$ cat src/rtl/core/sfdl_pkg.sv
// shared widths, types and register codes for the stereo feedback delay line
package sfdl_pkg;

  localparam int MAX_DELAY   = 262144;
  localparam int SAMPLE_BITS = 24;
  localparam int GAIN_BITS   = 16;

  localparam int ADDR_BITS   = $clog2(MAX_DELAY);
  localparam int LEN_BITS    = 19;
  localparam int FRAC_BITS   = GAIN_BITS - 1;
  localparam int PROD_BITS   = SAMPLE_BITS + GAIN_BITS + 1;
  localparam int SCALED_BITS = PROD_BITS + 1 - FRAC_BITS;
  localparam int SUM_BITS    = SCALED_BITS + 1;

  localparam int QUEUE_DEPTH = 4;
  localparam int QPTR_BITS   = $clog2(QUEUE_DEPTH);
  localparam int QCNT_BITS   = QPTR_BITS + 1;

  localparam int PADDR_BITS  = 4;
  localparam int PDATA_BITS  = 32;

  localparam logic [GAIN_BITS-1:0] GAIN_RESET  = GAIN_BITS'(6554);
  localparam logic [LEN_BITS-1:0]  DELAY_RESET = LEN_BITS'(12000);

  typedef logic signed [SAMPLE_BITS-1:0] sample_t;

  localparam sample_t SAMPLE_MAX = {1'b0, {(SAMPLE_BITS-1){1'b1}}};
  localparam sample_t SAMPLE_MIN = {1'b1, {(SAMPLE_BITS-1){1'b0}}};

  typedef enum logic [1:0] {
    REG_ENABLE = 2'd0,
    REG_GAIN   = 2'd1,
    REG_DELAY  = 2'd2
  } reg_idx_t;

  typedef struct packed {
    sample_t left_in;
    sample_t right_in;
    logic    host_silent;
    logic    block_end;
  } in_word_t;

  typedef struct packed {
    sample_t left_out;
    sample_t right_out;
    logic    out_last;
  } out_word_t;

  typedef struct packed {
    sample_t left;
    sample_t right;
  } store_entry_t;

  typedef struct packed {
    logic clear;
    logic fetch;
    logic commit;
  } store_req_t;

  typedef struct packed {
    logic rd_hit;
    logic len1;
  } store_stat_t;

  typedef struct packed {
    logic clear;
    logic commit;
    logic forward;
    logic rd_hit;
  } lane_ctl_t;

  typedef struct packed {
    in_word_t word;
    logic     act;
  } stage_t;

endpackage

$ cat src/rtl/core/sfdl_lane.sv
// one channel lane: cached delayed sample, gain product, update and mix sums
module sfdl_lane (
  input  logic                              clk,
  input  logic                              rst,
  input  sfdl_pkg::lane_ctl_t               ctl,
  input  logic [sfdl_pkg::GAIN_BITS-1:0]    gain,
  input  sfdl_pkg::sample_t                 upd_in,
  input  sfdl_pkg::sample_t                 rd_data,
  output sfdl_pkg::sample_t                 upd_out,
  input  sfdl_pkg::sample_t                 mix_in,
  input  logic                              mix_act,
  output sfdl_pkg::sample_t                 mix_out
);
  import sfdl_pkg::*;

  localparam logic signed [PROD_BITS:0] ROUND_HALF = (PROD_BITS+1)'(1) << (FRAC_BITS - 1);

  // round to nearest, ties up: arithmetic shift of product plus half
  function automatic logic signed [SCALED_BITS-1:0] round_scale(
    input logic signed [PROD_BITS-1:0] p
  );
    logic signed [PROD_BITS:0] q;
    q = (PROD_BITS+1)'(p) + ROUND_HALF;
    return q[PROD_BITS:FRAC_BITS];
  endfunction

  function automatic sample_t sat_sum(
    input logic signed [SCALED_BITS-1:0] s,
    input sample_t                       x
  );
    logic signed [SUM_BITS-1:0]         t;
    logic [SUM_BITS-SAMPLE_BITS:0]      hi;
    t  = SUM_BITS'(s) + SUM_BITS'(x);
    hi = t[SUM_BITS-1:SAMPLE_BITS-1];
    if (&hi || !(|hi)) begin
      return t[SAMPLE_BITS-1:0];
    end else if (t[SUM_BITS-1]) begin
      return SAMPLE_MIN;
    end else begin
      return SAMPLE_MAX;
    end
  endfunction

  sample_t                        cache;
  sample_t                        delayed;
  logic signed [GAIN_BITS:0]      gain_s;
  logic signed [PROD_BITS-1:0]    prod;
  logic signed [SCALED_BITS-1:0]  scaled;

  assign gain_s  = {1'b0, gain};
  assign scaled  = round_scale(prod);
  assign upd_out = sat_sum(scaled, upd_in);
  assign mix_out = mix_act ? sat_sum(scaled, mix_in) : mix_in;

  // delay of one forwards the value just written
  assign delayed = ctl.forward ? upd_out : (ctl.rd_hit ? rd_data : '0);

  // cache holds the store entry at the current write position
  always_ff @(posedge clk) begin
    if (rst || ctl.clear) begin
      cache <= '0;
    end else if (ctl.commit) begin
      cache <= delayed;
    end
  end

  always_ff @(posedge clk) begin
    prod <= PROD_BITS'(cache) * PROD_BITS'(gain_s);
  end

endmodule

$ cat config.mk
export PLATFORM = sky130hd
export DESIGN_NAME = sfdl_lane
export DESIGN_NICKNAME = d
export VERILOG_FILES = /design/src/rtl/core/sfdl_pkg.sv /design/src/rtl/core/sfdl_lane.sv
export SDC_FILE = /design/constraint.sdc
export NUM_CORES = 1
export LEC_CHECK = 0
export BUFFER_PORTS_ARGS = -buffer_cell sky130_fd_sc_hd__buf_2
export CORE_ASPECT_RATIO = 1.1
export CORE_MARGIN = 2
export CORE_UTILIZATION = 40
export DETAILED_ROUTE_END_ITERATION = 12
export PLACE_DENSITY = 0.64
export SYNTH_ARGS = -nofsm -noshare
export SYNTH_HDL_FRONTEND = slang
export SYNTH_SLANG_ARGS = --single-unit
$ cat constraint.sdc
create_clock -name clk -period 6.39 [get_ports clk]
set_input_delay 0.9585 -clock clk [delete_from_list [all_inputs] [get_ports clk]]
set_output_delay 0.9585 -clock clk [all_outputs]
set_load 0.01 [all_outputs]
Word-level counts from Yosys, hierarchy flattened:

Cells that the tools add are included.
W data, S select, Z words.

* logic and storage cells: 22
* flip-flop bits (word level): 65
* input bits: 95
* output and inout bits: 48

* reduce and logical (&&, ||, !) cells: 9
* multipliers: 1
* multiplexer cells: 7
* $add $sub $neg: 3

Operators by type and width (number)
* $mux W24: 7
* $add A27 B24 Y28: 2
* $add A41 B16 Y42 const B: 1
* $mul A24 B17 Y41: 1
* $reduce_and A5 Y1: 2
* $reduce_or A5 Y1: 2
* $logic_or A1 B1 Y1: 3
* $logic_not A1 Y1: 2

Logic depth before layout (Yosys ltp):

* depth in word-level cells: 7
* gate-level depth with buffers: 26
* mapped depth without buffers: 24

Least setup slack after synthesis:

OpenSTA, ideal clock, no wires.

* path kind: in2reg
* start: input gain[3] (netlist name)
* end: register prod[38]
* stages: 21
* data arrival time: 6.385 ns
* path buffers: 1
* slack: -0.067 ns
* cells stage by stage: clkbuf_1 > nand2_1 > fa_1 > fa_1 > inv_1 > fa_1 > fa_1 > fa_1 > inv_1 > fa_1 > inv_1 > ha_1 > a21oi_1 > o21bai_1 > a21o_1 > a21o_1 > a221o_1 > nand2_1 > o211ai_1 > a21oi_1 > xnor2_1

* longest elaborated chain between the ends: 1

RTL lines
* start, declared: line sfdl_lane.sv:6 `input logic [sfdl_pkg::GAIN_BITS-1:0] gain,`
* $mul A24 B17 Y41: line sfdl_lane.sv:68 `prod <= PROD_BITS'(cache) * PROD_BITS'(gain_s);`
* end signal, assigned: line sfdl_lane.sv:68
* end, declared: line sfdl_lane.sv:47 `logic signed [PROD_BITS-1:0] prod;`

Every way passes these cells.
A chain may end at the register's enable or synchronous reset.

Worst setup path in the final report:

* start: input gain[5] (netlist name)
* end: register prod[37]

Same word-level chain as after synthesis.

==> results.yml <==
outcome:
  status: "complete, no violations"
drt:
  drc: 0
  ant_nets: 0
  dr.pass1.iters: 7
  vias: 16200
  viasPerCell: 5.12
  wire_per_inst_um: 17.1
  dr.first_iter.drc_count: 771
  wl_um: 54300
yosys:
  syn-num-nets: 2925
  syn-instance-count: 2299
  syn_avg_cell_area_sq_um: 8.43
  synth.distinct_cells: 81
  ys_seq_area_share_pct: 5.27
  synth-edff-count: 0
  syn-cell-area_sq_mm: 0.0194
  synthFlopType: "dfxtp_1"
  synthArstFlopShare_pct: 0
  yosys.area.top_type: "fa_1"
  synth_top_area_share_pct: 39.0
  synthTopCellsByArea: "fa_1 39%, ha_1 9.9%, inv_1 9.0%, nand2_1 7.5%, dfxtp_1 5.3%"
  yosysWarnings: 0
  ys_ff_latch: 51
setup_path:
  arrival_ns: 6.44
  crit_chain: "buf_4 -> and2_4 -> fa_1 -> inv_1 -> fa_1 -> fa_1 -> inv_1 -> fa_1 -> fa_1 -> inv_1 -> fa_1 -> inv_1 -> ha_4 -> a211o_1 -> a21oi_4 -> a21oi_4 -> a2111oi_4 -> a31o_4 -> o211ai_1 -> buf_4 -> xor2_1"
  cp.required_ns: 6.60
  cp_slowest_cell: "fa_1"
  worst_path_largest_cell_delay_ns: 0.53
  endpoint_kind: "register"
  crit_type: "in -> reg"
  cpMostUsedCell: "fa_1"
  cp-start-kind: "input port"
  crit_fanout: 12
floorplan:
  dieArea_sq_mm: 0.0502
  rows: 84
  num_io_pins: 143
  die_w_um: 214
  initial_core_util_pct: 40.5
  core_area_sq_mm: 0.0478
  die_h_um: 235
sta:
  finalSetupViolCount: 0
  finClkSkew_ns: 0.0142
  worst_pin_slew_ns: 1.10
  hold_violations: 0
  finalCriticalPeriod_ns: 6.23
  fin_crit_sh_pct: 97.5
  slew_headroom_pct: 26.0
  max_freq_ghz: 0.160
  slew_viol_final: 0
placement:
  place_congestion: 0.933
  port_buffers: 142
  dp_cells: 3153
  dpl.hpwl_um: 48000
clock_tree:
  cts_sinks: 51
  cts_hold_buf: 0
  cts_tree: "done"
  ctsRootBufferMaster: "clkbuf_16"
  htreeDepth: 2
  cts_inserted_buffers: 5
  cts.path.max_buffers: 2
  clk_pin_slew_ns: 0.08
  clock_latency_ns: 0.31
power_and_ir_drop:
  peakVddDrop_v: 0.000221
  p_leak_nw: 11.4
  powerDensity_mw_per_mm2: 370
global_route:
  gr-usage-all-layers_pct: 21.8
  grt_pass1_vias: 17400
  antenna_found_initial: 1
  overflow: 0
  grt_pass1_wl_um: 87400
  grt_max_degree: 36
cells_and_area:
  fillers: 4720
  area.growth.synth_to_final_pct: 15.0
  drive_above_1_share_pct: 16.3
  final_nets: 3150
  utilization_pct: 46.6
  instances_no_fill: 3171
job:
  drv_cap: 0
min_path:
  min_path_type: "reg -> reg"
## cell usage in the layout (no fill, tap or decap), drive strengths merged, types with 7 or more instances in the layout
cell,n
xor2,34
o21bai,14
o21ai,35
o21a,7
and3,15
o31ai,18
a21o,50
nand2b,7
fa,377
o211ai,31
and2,157
a211oi,16
inv,464
dfxtp,51
buf,314
nand2,389
nor3,15
xnor2,71
nor4,7
nand3,36
nand4,16
a21oi,110
ha,154
nor2,53
## sequential cells by signal, indices dropped and copies added (netlist names)
signal	cells
prod	27
cache	24
## worst max-delay path: cells and delay by family
| kind | cells | cell delay [ns] |
|---|---|---|
| buf+inv | 6 | 0.54 |
| xor+xnor | 1 | 0.13 |
| fa+ha+maj | 7 | 3.20 |
| compound gates | 6 | 1.45 |
| simple gates | 1 | 0.17 |
## power breakdown
group	leakage (nW)	switching (mW)	internal, mW	total (mW)
logic	10.9	4.22	3.12	7.34
clock network	0.0719	0.138	0.149	0.287
registers	0.425	0.147	0.453	0.600
## kinds of logic after synthesis
family / Yosys count / synth area share [%]
AND/OR/NAND/NOR: 714 / 17.3
flip-flops: 51 / 5.27
adder cells (fa/ha/maj): 531 / 48.9
multiplexers: 1 / 0.0517
XOR/XNOR: 105 / 4.79
buffers and inverters: 561 / 11.1
AO/OA/AOI/OAI: 336 / 12.7
## synth_stat cells, types with 13 or more instances
library cell	n
inv_1	463
nand2_1	388
fa_1	377
and2_1	157
ha_1	154
a21oi_1	100
clkbuf_1	81
xnor2_1	71
nor2_1	53
dfxtp_1	51
a21o_1	50
nand3_1	36
xor2_1	33
o211ai_1	31
o21ai_0	27
nand4_1	16
o31ai_2	16
and3_1	15
nor3_1	14
o21bai_1	13
## through the flow
step / area, sq um / setup WS (ns) / power, mW / hold slack, ns / setup TNS [ns]
4_1_cts: 22000 / 0.00403 / 8.05 / 0.705 / 0
2_1_floorplan: 19400 / -0.00670 / 5.39 / 0.557 / -0.00670
5_1_grt: 22300 / -0.0387 / 9.06 / 0.726 / -0.0717
6_report: 22300 / 0.158 / 8.23 / 0.680 / 0
3_3_place_gp: 21800 / -0.391 / 7.58 / 0.695 / -3.92
3_5_place_dp: 21800 / -0.470 / 7.72 / 0.688 / -4.89
## final timing paths
path / start / to / slack, ns / cells past startpoint
max: gain[5] / prod[37]$_DFF_P_ / 0.16 / 21
min: cache[9]$_SDFFE_PP0P_ / cache[9]$_SDFFE_PP0P_ / 0.68 / 2
max reg2reg: cache[5]$_SDFFE_PP0P_ / prod[37]$_DFF_P_ / 0.35 / 23
min reg2reg: cache[9]$_SDFFE_PP0P_ / cache[9]$_SDFFE_PP0P_ / 0.68 / 2
## layout make-up
cell class              count  area [sq um]  share of cell area, %
diodes                      1          2.50                 0.0112
well taps                 645           807                   3.62
inverters                 464          1740                   7.82
clock buffers               5           125                  0.562
repair buffers            315          2130                   9.57
clock inverters             3          27.5                  0.124
multi-input cells        1687         16400                   73.7
flip-flops and latches     51          1020                   4.59
## routing by layer
layer	track usage, %	part of all wire, %	vias up
li1	-	-	7584
met1	27.3	42	8142
met2	39.5	51	399
met3	2.03	3.7	100
met4	6.80	3.0	0
met5	0	0	-
## repair_timing
item                                    CTS  global route
resized for setup                         5            60
buffers inserted                          0            11
pin swaps                                 0            25
endpoints found under the setup margin   10            55
Power figures use the tool's default switching activity.
