==> config.mk <==
export PLATFORM = sky130hd
export DESIGN_NAME = sfdl_merge
export DESIGN_NICKNAME = d
export VERILOG_FILES = /design/src/rtl/core/sfdl_pkg.sv /design/src/rtl/core/sfdl_merge.sv
export SDC_FILE = /design/constraint.sdc
export NUM_CORES = 1
export LEC_CHECK = 0
export ABC_AREA = 1
export BUFFER_PORTS_ARGS = -buffer_cell sky130_fd_sc_hd__buf_4
export CAP_MARGIN = 20
export CELL_PAD_IN_SITES_DETAIL_PLACEMENT = 1
export CELL_PAD_IN_SITES_GLOBAL_PLACEMENT = 1
export CORE_MARGIN = 1.5
export CORE_UTILIZATION = 47
export DETAILED_ROUTE_END_ITERATION = 10
export PLACE_DENSITY_LB_ADDON = 0.12
export SYNTH_ARGS = -nofsm -noshare
export SYNTH_HDL_FRONTEND = slang
export SYNTH_SLANG_ARGS = --single-unit
==> constraint.sdc <==
create_clock -name clk -period 2.13 [get_ports clk]
set_input_delay 0.3195 -clock clk [delete_from_list [all_inputs] [get_ports clk]]
set_output_delay 0.3195 -clock clk [all_outputs]
set_load 0.01 [all_outputs]
==> src/rtl/core/sfdl_pkg.sv <==
// shared widths, types and register codes for the stereo feedback delay line
package sfdl_pkg;

  localparam int MAX_DELAY   = 262144;
  localparam int SAMPLE_BITS = 24;
  localparam int GAIN_BITS   = 16;

  localparam int ADDR_BITS   = $clog2(MAX_DELAY);
  localparam int LEN_BITS    = 19;
  localparam int FRAC_BITS   = GAIN_BITS - 1;
  localparam int PROD_BITS   = SAMPLE_BITS + GAIN_BITS + 1;
  localparam int SCALED_BITS = PROD_BITS + 1 - FRAC_BITS;
  localparam int SUM_BITS    = SCALED_BITS + 1;

  localparam int QUEUE_DEPTH = 4;
  localparam int QPTR_BITS   = $clog2(QUEUE_DEPTH);
  localparam int QCNT_BITS   = QPTR_BITS + 1;

  localparam int PADDR_BITS  = 4;
  localparam int PDATA_BITS  = 32;

  localparam logic [GAIN_BITS-1:0] GAIN_RESET  = GAIN_BITS'(6554);
  localparam logic [LEN_BITS-1:0]  DELAY_RESET = LEN_BITS'(12000);

  typedef logic signed [SAMPLE_BITS-1:0] sample_t;

  localparam sample_t SAMPLE_MAX = {1'b0, {(SAMPLE_BITS-1){1'b1}}};
  localparam sample_t SAMPLE_MIN = {1'b1, {(SAMPLE_BITS-1){1'b0}}};

  typedef enum logic [1:0] {
    REG_ENABLE = 2'd0,
    REG_GAIN   = 2'd1,
    REG_DELAY  = 2'd2
  } reg_idx_t;

  typedef struct packed {
    sample_t left_in;
    sample_t right_in;
    logic    host_silent;
    logic    block_end;
  } in_word_t;

  typedef struct packed {
    sample_t left_out;
    sample_t right_out;
    logic    out_last;
  } out_word_t;

  typedef struct packed {
    sample_t left;
    sample_t right;
  } store_entry_t;

  typedef struct packed {
    logic clear;
    logic fetch;
    logic commit;
  } store_req_t;

  typedef struct packed {
    logic rd_hit;
    logic len1;
  } store_stat_t;

  typedef struct packed {
    logic clear;
    logic commit;
    logic forward;
    logic rd_hit;
  } lane_ctl_t;

  typedef struct packed {
    in_word_t word;
    logic     act;
  } stage_t;

endpackage

==> src/rtl/core/sfdl_merge.sv <==
// merge of both lanes into result words and the output queue
module sfdl_merge (
  input  logic                 clk,
  input  logic                 rst,
  input  logic                 push,
  input  sfdl_pkg::sample_t    left,
  input  sfdl_pkg::sample_t    right,
  input  logic                 last,
  output logic                 result_valid,
  input  logic                 result_stall,
  output sfdl_pkg::out_word_t  result_word
);
  import sfdl_pkg::*;

  out_word_t            queue [QUEUE_DEPTH];
  logic [QPTR_BITS-1:0] head;
  logic [QPTR_BITS-1:0] tail;
  logic [QCNT_BITS-1:0] count;
  logic                 pop;

  assign pop          = result_valid && !result_stall;
  assign result_valid = (count != '0);
  assign result_word  = queue[head];

  always_ff @(posedge clk) begin
    if (rst) begin
      head  <= '0;
      tail  <= '0;
      count <= '0;
    end else begin
      if (push) begin
        tail <= tail + QPTR_BITS'(1);
      end
      if (pop) begin
        head <= head + QPTR_BITS'(1);
      end
      if (push && !pop) begin
        count <= count + QCNT_BITS'(1);
      end else if (pop && !push) begin
        count <= count - QCNT_BITS'(1);
      end
    end
  end

  always_ff @(posedge clk) begin
    if (push) begin
      queue[tail] <= '{left_out: left, right_out: right, out_last: last};
    end
  end

endmodule

* Word-level counts from Yosys, hierarchy flattened
Memory sizes are Yosys's and may differ from the RTL's. A register that Yosys moved wholly into a read port is not among the register bits. Index checks and enable logic that the tools add are counted.
Word-level totals: memories kept 1, bits of input ports 53, register bits after elaboration 7, logic and storage cells 22, output and inout port bits 50, bits in writable memories 196
Memories:
- queue | depth 4, bits a word 49, rd ports 1, clocked after memory_dff 1, wr ports 1, line sfdl_merge.sv:15 | out_word_t queue [QUEUE_DEPTH];
Operators by class: reductions and logical operators 8, mux-type cells 6, add/subtract/negate cells 4
Operators with widths (count):
- $mux 3 | 2
- $add 2x1->2 const B | 2
- $mux 2 | 2
- $add 3x1->3 const B | 1
- $logic_and 1x1->1 | 3
- $logic_not 1->1 | 3
- $reduce_bool 3->1 | 1
- $sub 3x1->3 const B | 1
- $mux 1 | 2
- $reduce_bool 2->1 | 1

* Depth between registers and ports, before layout
Gate-level depths: netlist of run 1.
word-level depth 5, mapped depth 12, mapped depth without buffers 12

* Worst setup path before layout of run 1
Ideal clock, no wire load.
kind register to register, from register tail[0], to memory queue[2][0] in the netlist's numbering, enable pin, required time 1.727 ns, arrival time 1.546 ns, setup slack 0.180 ns, buffers on the path 0, cell stages (with the launch flop) 5, clock period less this slack 1.950 ns, setup time 0.403 ns, path through dfxtp_1 > inv_1 > ha_1 > nand2_1 > inv_1
RTL lines:
- from (decl) | line sfdl_merge.sv:17 | logic [QPTR_BITS-1:0] tail;
- from (signal assigned) | line sfdl_merge.sv:32 | tail <= tail + QPTR_BITS'(1);
- to (decl) | line sfdl_merge.sv:15
No word-level cell before the write port.

==> results of run 1 <==
## critical path: stages, from the launching register on
cell and delay, ns:
dfxtp_4 0.41, inv_16 0.17, buf_4 0.22, nor2_1 0.06, o22ai_1 0.22, buf_4 0.16
## cell families after synthesis
kind of cell | count (synthesis)
xor+xnor | 1
simple gates | 121
buf+inv | 48
flops | 205
fa+ha+maj | 6
compound gates | 155
## synthesized netlist by cell type
master / instances
edfxtp_1: 196
nor2_1: 105
o21ai_0: 96
o22ai_1: 49
inv_1: 15
nand2_1: 13
buf_2: 12
dfxtp_1: 9
buf_6: 7
clkbuf_1: 6
a21oi_1: 5
ha_1: 5
o21ai_1: 5
clkbuf_2: 4
buf_4: 2
nand3_1: 2
fa_1: 1
inv_2: 1
inv_6: 1
nand4_1: 1
xor2_1: 1
## metal layers
layer / GRT usage / wire, um
met5: 0 / 0
met4: 0.06367 / 317
met3: 0.04552 / 941
met2: 0.3665 / 9040
met1: 0.2740 / 7533
## registers in the layout, summed over array words and instances, names as in the netlist, named ones only
name / flops
count: 3
head: 2
queue: 196
tail: 2
## final timing paths
check | startpoint | end | slack [ns] | depth (start not counted)
setup / recovery | flop | result_word[16] | 0.06 | 5
hold / removal | right[1] | queue[3][2] | 0.03 | 1
setup reg to reg | count[1] | count[2] | 0.33 | 12
hold reg to reg | head[0] | head[0] | 0.49 | 2
## power by group through the flow
stage	clock, mW	sequential (mW)	combinational, mW
2_1_floorplan	0	4.78	1.40
3_3_place_gp	0	4.83	2.38
3_5_place_dp	0	4.84	2.45
4_1_cts	4.03	4.75	2.62
5_1_grt	4.16	4.76	2.86
6_report	3.96	4.74	2.60
## cell type report
cell class,instances,area [um2]
fillers,1548,6360
flip-flops and latches,205,6071
multi-input cells,283,1394
repair buffers,126,1007
clock buffers,27,590.6
well taps,216,270.3
clock inverters,13,167.7
inverters,17,82.58
## metrics by stage
step	hold slack (ns)	total power [mW]	util
floorplan	0.3919	6.174	-
global placement	0.4685	7.209	0.5472
detailed placement	0.4762	7.288	0.5472
CTS	0.01233	11.40	0.6005
global route	0.01867	11.78	0.6011
finish	0.02817	11.30	0.6011
## repair_timing
action / CTS / global route
gates resized for setup: 8 / 5
hold buffers: 1 / 0
endpoints found under the setup margin: 49 / 13
endpoints found under the hold margin: 1 / 0
cloned: 1 / 0
buffers inserted: 3 / 1
==> metrics.yaml, run 1 <==
outcome: "complete, no violations"
period_share: 0.9724
setup_viol: 0
die_x_um: 131.2
num_antenna_cells: 0
cts_num_sinks: 205
p_sw_mw: 3.120
maxCapViolCount: 0
mostFrequentLayoutCell: "edfxtp_1"
grt_usage: 0.2137
crit_path_start_kind: "flop"
synthesis.nets: 595
grt_pass1_wl_um: 28800
worst_pin_slew_ns: 0.4854
p_clk_frac: 0.351
period_needed_ns: 2.071
ios: 103
ys_types: 21
cts_root_buffer: "clkbuf_16"
antenna_found_initial: 0
synth_fa_ha_area_frac: 0.01070
clk_path_buf_depth: 3
routed_wl_um: 17830
grt-ovfl-total: 0
h-tree-depth: 1
irDropWorstVdd_mv: 0.5989
drc: 0
yosysTopAreaCell: "edfxtp_1"
place_area_mm2: 0.008723
critPathMaxFanout: 50
p_int_mw: 8.180
worst_ep_arrival_time_ns: 1.75
syn_inst: 536
ys_seq_area_frac: 0.7859
powerDensity_mw_per_mm2: 1179
ys_warn_count: 0
fin_setup_tns_ns: 0
wire_per_inst_um: 20.10
hold_viol_final: 0
drv_slew: 0
clock.fmax_mhz: 482.8
vias: 4795
vias_per_cell: 5.406
cp-end-kind: "primary output"
port-buffer-count: 102
synth_top_family_by_area: "compound AO/OA/AOI/OAI gates"
critPathKind: "flop to primary output"
layout_common_cells: "edfxtp_1 (196), buf_4 (119), nor2_1 (105)"
drt_iter0_drc: 319
rsz0062_at_grt: "yes"
die_area_mm2: 0.01720
combPwrFrac: 0.230
synth_xor_xnor_area_share: 0.001135
leakage_nw: 3.457
ant_nets: 0
grt_max_degree: 51
die_h_um: 131.2
dr.pass1.iters: 4
cts_buffers: 22
crit_required_ns: 1.81
drive_above_1_share: 0.2459
synth_seq_cells: 205
timing.slew.headroom: 0.6764
fin_ws_ns: 0.05888
skew_ns: 0.01079
synthTopCellsByArea: "edfxtp_1 (76%), o21ai_0 (6.2%), nor2_1 (5.1%)"
pre_cts_ws_ns: 0.3230
syn_area_mm2: 0.007719
instances_no_fill: 887
coreArea_mm2: 0.01594
hpwl_um: 10170
start_util: 0.4841
syn_area_per_cell_um2: 14.40
synth.top_cell.area_share: 0.7625
area_growth_pct: 24.15
synthMuxAreaShare: 0
first_global_vias: 5266
fin_area_mm2: 0.009583
gp_congestion: 0.7337
worstSkewPairLatency_ns: 0.49
clk_pin_slew_worst_paths_ns: 0.06
dp.cells: 841
swShare: 0.2761
cts_tree: "built"
synth_compound_area_frac: 0.1084
num_rows: 46
hold_class: "primary input to flop"
fin_nets: 714
yosys.area_share.simple: 0.05949
sequentialPowerShare: 0.420
Power figures use the tool's default switching activity.
==> run 2: changes to the inputs <==
CELL_PAD_IN_SITES_DETAIL_PLACEMENT = default   (was 1)
CELL_PAD_IN_SITES_GLOBAL_PLACEMENT = default   (was 1)
CORE_UTILIZATION = 50   (was 47)
GPL_TIMING_DRIVEN = 0   (was default)
SLEW_MARGIN = 20   (was default)
==> metrics.yaml, run 2 (synthesized netlist as in run 1, its figures left out) <==
powerDensity_mw_per_mm2: 1148
vias: 4715
outcome: "complete, no violations"
grt_usage: 0.2088
largest_register_ff_count: 196
drt_iter0_drc: 371
routed_wl_um: 16640
area_growth_pct: 23.72
maxCapViolCount: 0
fin_ws_ns: 0.08530
drive_above_1_share: 0.2563
grt-ovfl-total: 0
first_global_vias: 4788
worst_ep_arrival_time_ns: 1.73
crit_path_start_kind: "flop"
clk_path_buf_depth: 3
grt_busiest_layer: "met2"
cts_root_buffer: "clkbuf_16"
fin_nets: 724
clk_pin_slew_worst_paths_ns: 0.06
mostFrequentLayoutCell: "edfxtp_1"
setup_viol: 0
instances_no_fill: 867
cts_buffers: 21
ant_nets: 0
fill_cells: 1141
clock.fmax_mhz: 489.1
grtUsageMet1: 0.2794
cts_tree: "built"
die_area_mm2: 0.01619
worstSkewPairLatency_ns: 0.49
vias_per_cell: 5.438
critPathMaxFanout: 10
num_rows: 45
postCtsSetupBuffers: 0
critPathKind: "flop to primary output"
leakage_nw: 3.459
skew_ns: 0.01527
antenna_found_initial: 0
h-tree-depth: 1
timing.slew.headroom: 0.7392
period_share: 0.9600
hold_viol_final: 0
multiInputGateArea_mm2: 0.001406
gp_congestion: 0.7186
port-buffer-count: 102
die_x_um: 127.2
use_met2: 0.3606
cp-end-kind: "primary output"
power_mw: 10.97
dr.pass1.iters: 5
top_register: "queue"
worst_pin_slew_ns: 0.3911
dp.cells: 830
reg_top3: "queue (196), count (3)"
grt_max_degree: 32
grt_use_met3: 0.03434
num_antenna_cells: 0
period_needed_ns: 2.045
cts_num_sinks: 205
seqCellArea_mm2: 0.006067
pre_cts_ws_ns: 0.2487
coreArea_mm2: 0.01515
hold_class: "primary input to flop"
die_h_um: 127.2
wire_per_inst_um: 19.19
grt_pass1_wl_um: 25780
hpwl_um: 9983
start_util: 0.5096
ios: 103
drc: 0
irDropWorstVdd_mv: 0.7187
rsz0062_at_grt: "no"
layout_common_cells: "edfxtp_1 (196), buf_4 (106), nor2_1 (105)"
drv_slew: 0
crit_required_ns: 1.81
final_util: 0.6305
run 2: layer usage:
layer	routed length, um	vias up
met4	235	0
met1	7052	2304
met2	8404	139
met3	948	20
li1	-	2252
met5	0	-
run 2: cell type report:
cell class / count / share of cell area
Sequential cell: 205 / 0.6354
Multi-Input combinational cell: 283 / 0.1473
Timing Repair Buffer: 107 / 0.08962
Clock buffer: 27 / 0.05739
Tap cell: 188 / 0.02463
Buffer: 30 / 0.02450
Clock inverter: 10 / 0.01297
Inverter: 17 / 0.008255
run 2: through the flow:
stage | instance area [um2] | setup TNS, ns | hold slack (ns)
after detailed placement | 8810 | 0 | 0.4838
after CTS | 9513 | 0 | 0.01498
after global placement | 8720 | -124.07 | 0.4590
after global routing | 9549 | 0 | 0.02046
after floorplan | 7719 | 0 | 0.3919
final | 9549 | 0 | 0.03196
run 2: power by group:
part	internal (mW)	total [mW]	switching [mW]
registers	4.63	4.71	0.0716
clock network	2.18	3.58	1.40
logic	1.12	2.69	1.56
run 2: final timing paths:
path	startpoint	slack, ns	end	depth (start not counted)
worst max-delay path	flop	0.09	result_word[33]	5
worst min-delay path	right[17]	0.03	queue[3][18]	1
worst max register to register	count[0]	0.27	count[1]	8
worst min register to register	head[0]	0.49	head[0]	2
run 2: timing repair:
item,in CTS,in global routing
hold endpoints to repair,1,0
hold buffers,1,0
setup endpoints to repair,33,16
pin swaps,0,2
gates resized for setup,11,20
run 2: worst max-delay path, cell delays in order, from the launching register on:
cell and delay (ns):
dfxtp_1 0.33, buf_6 0.15, buf_2 0.26, o21ai_0 0.15
o22ai_1 0.21, buf_4 0.16
==> run 3: changes to the inputs <==
clock period = 2.6 ns   (was 2.13 ns; I/O delays follow)
==> metrics.yaml, run 3 (synthesized netlist as in run 1, its figures left out) <==
fin_nets: 724
setup_viol: 0
crit_required_ns: 2.21
fin_setup_tns_ns: 0
h-tree-depth: 1
cp-end-kind: "primary output"
num_rows: 45
top_register: "queue"
worst_ep_arrival_time_ns: 1.98
clk_pin_slew_worst_paths_ns: 0.06
skew_ns: 0.01508
critPathMaxFanout: 10
ios: 103
reg_top3: "queue (196), count (3)"
cp_slowest_cell: "clkbuf_1"
powerDensity_mw_per_mm2: 941.3
num_antenna_cells: 0
hpwl_um: 9983
routed_wl_um: 16620
cts_resized: 0
fin_ws_ns: 0.2337
hold_viol_final: 0
irDropWorstVdd_mv: 0.5888
crit_path_start_kind: "flop"
cts_root_buffer: "clkbuf_16"
period_share: 0.9101
largest_register_ff_count: 196
vias: 4711
critPathKind: "flop to primary output"
worst_pin_slew_ns: 0.5156
hold_class: "primary input to flop"
fill_cells: 1149
grt-ovfl-total: 0
slowest_delay_ns: 0.41
ant_nets: 0
dr.pass1.iters: 4
drc: 0
pre_cts_ws_ns: 0.6482
die_x_um: 127.2
first_global_vias: 4770
clock.fmax_mhz: 422.6
cts_buffers: 21
vias_per_cell: 5.434
drv_slew: 0
port-buffer-count: 102
layout_common_cells: "edfxtp_1 (196), nor2_1 (105), buf_4 (104)"
die_h_um: 127.2
gp_congestion: 0.7186
wire_per_inst_um: 19.17
start_util: 0.5096
cts_hold_buf: 0
leakage_nw: 3.419
rsz0062_at_grt: "no"
period_needed_ns: 2.366
die_area_mm2: 0.01619
antenna_found_initial: 0
grt_pass1_wl_um: 25740
drive_above_1_share: 0.2430
final_util: 0.6260
timing.slew.headroom: 0.6563
mostFrequentLayoutCell: "edfxtp_1"
cts_tree: "built"
fin_hold_ws_ns: 0.07423
outcome: "complete, no violations"
grt_usage: 0.2086
worstSkewPairLatency_ns: 0.48
maxCapViolCount: 0
drt_iter0_drc: 329
cp_cell_sequence: "inv_2 -> clkbuf_1 -> o21ai_0 -> o22ai_1 -> buf_4"
postCtsSetupBuffers: 0
coreArea_mm2: 0.01515
cts_num_sinks: 205
clk_path_buf_depth: 3
area_growth_pct: 22.84
grt_max_degree: 32
run 3: cell types whose count changed in the layout (fill, tap and decap cells not counted), moves of 2 or more:
cell / change
clkbuf_4: -8
clkbuf_1: +6
buf_2: +5
o22ai_1: +3
o22ai_2: -3
buf_4: -2
run 3: power by group:
group | internal, mW | leakage (nW) | switching [mW]
Combinational | 0.873 | 1.22 | 1.28
Sequential | 3.80 | 1.87 | 0.0592
Clock | 1.78 | 0.325 | 1.14
Total | 6.45 | 3.42 | 2.47
run 3: routing by layer:
metal	GRT usage	vias up	wire (um)
met3	0.03434	21	826
met4	0.05281	0	225
met5	0	-	0
li1	-	2251	-
met2	0.3574	128	8294
met1	0.2817	2311	7273
run 3: layout make-up:
cell class | count | area [um2] | share of cell area
flip-flops and latches | 205 | 6066 | 0.6397
multi-input cells | 283 | 1388 | 0.1463
repair buffers | 106 | 845.8 | 0.08921
clock buffers | 27 | 548.0 | 0.05780
well taps | 188 | 235.2 | 0.02481
plain buffers | 31 | 196.4 | 0.02072
clock inverters | 10 | 123.9 | 0.01306
inverters | 17 | 78.83 | 0.008314
run 3: final timing paths:
kind | from | end | slack, ns | depth (start not counted)
hold / removal | rst | count[0] | 0.07 | 2
hold reg to reg | head[0] | head[0] | 0.49 | 2
setup / recovery | flop | result_word[12] | 0.23 | 5
setup reg to reg | count[0] | count[1] | 0.74 | 8
run 3: per-stage QoR:
step,std cells,area [um2],power (mW)
after global routing,867,9482,9.324
after detailed placement,830,8810,6.092
final,867,9482,8.925
after CTS,867,9482,9.022
after global placement,826,8720,6.036
after floorplan,536,7719,5.058
run 3: worst max-delay path: cells and delay by family (launching register included):
family                 cells  cell delay [ns]
AO/OA/AOI/OAI              2             0.42
buffers and inverters      3             0.69
flip-flops                 1             0.38
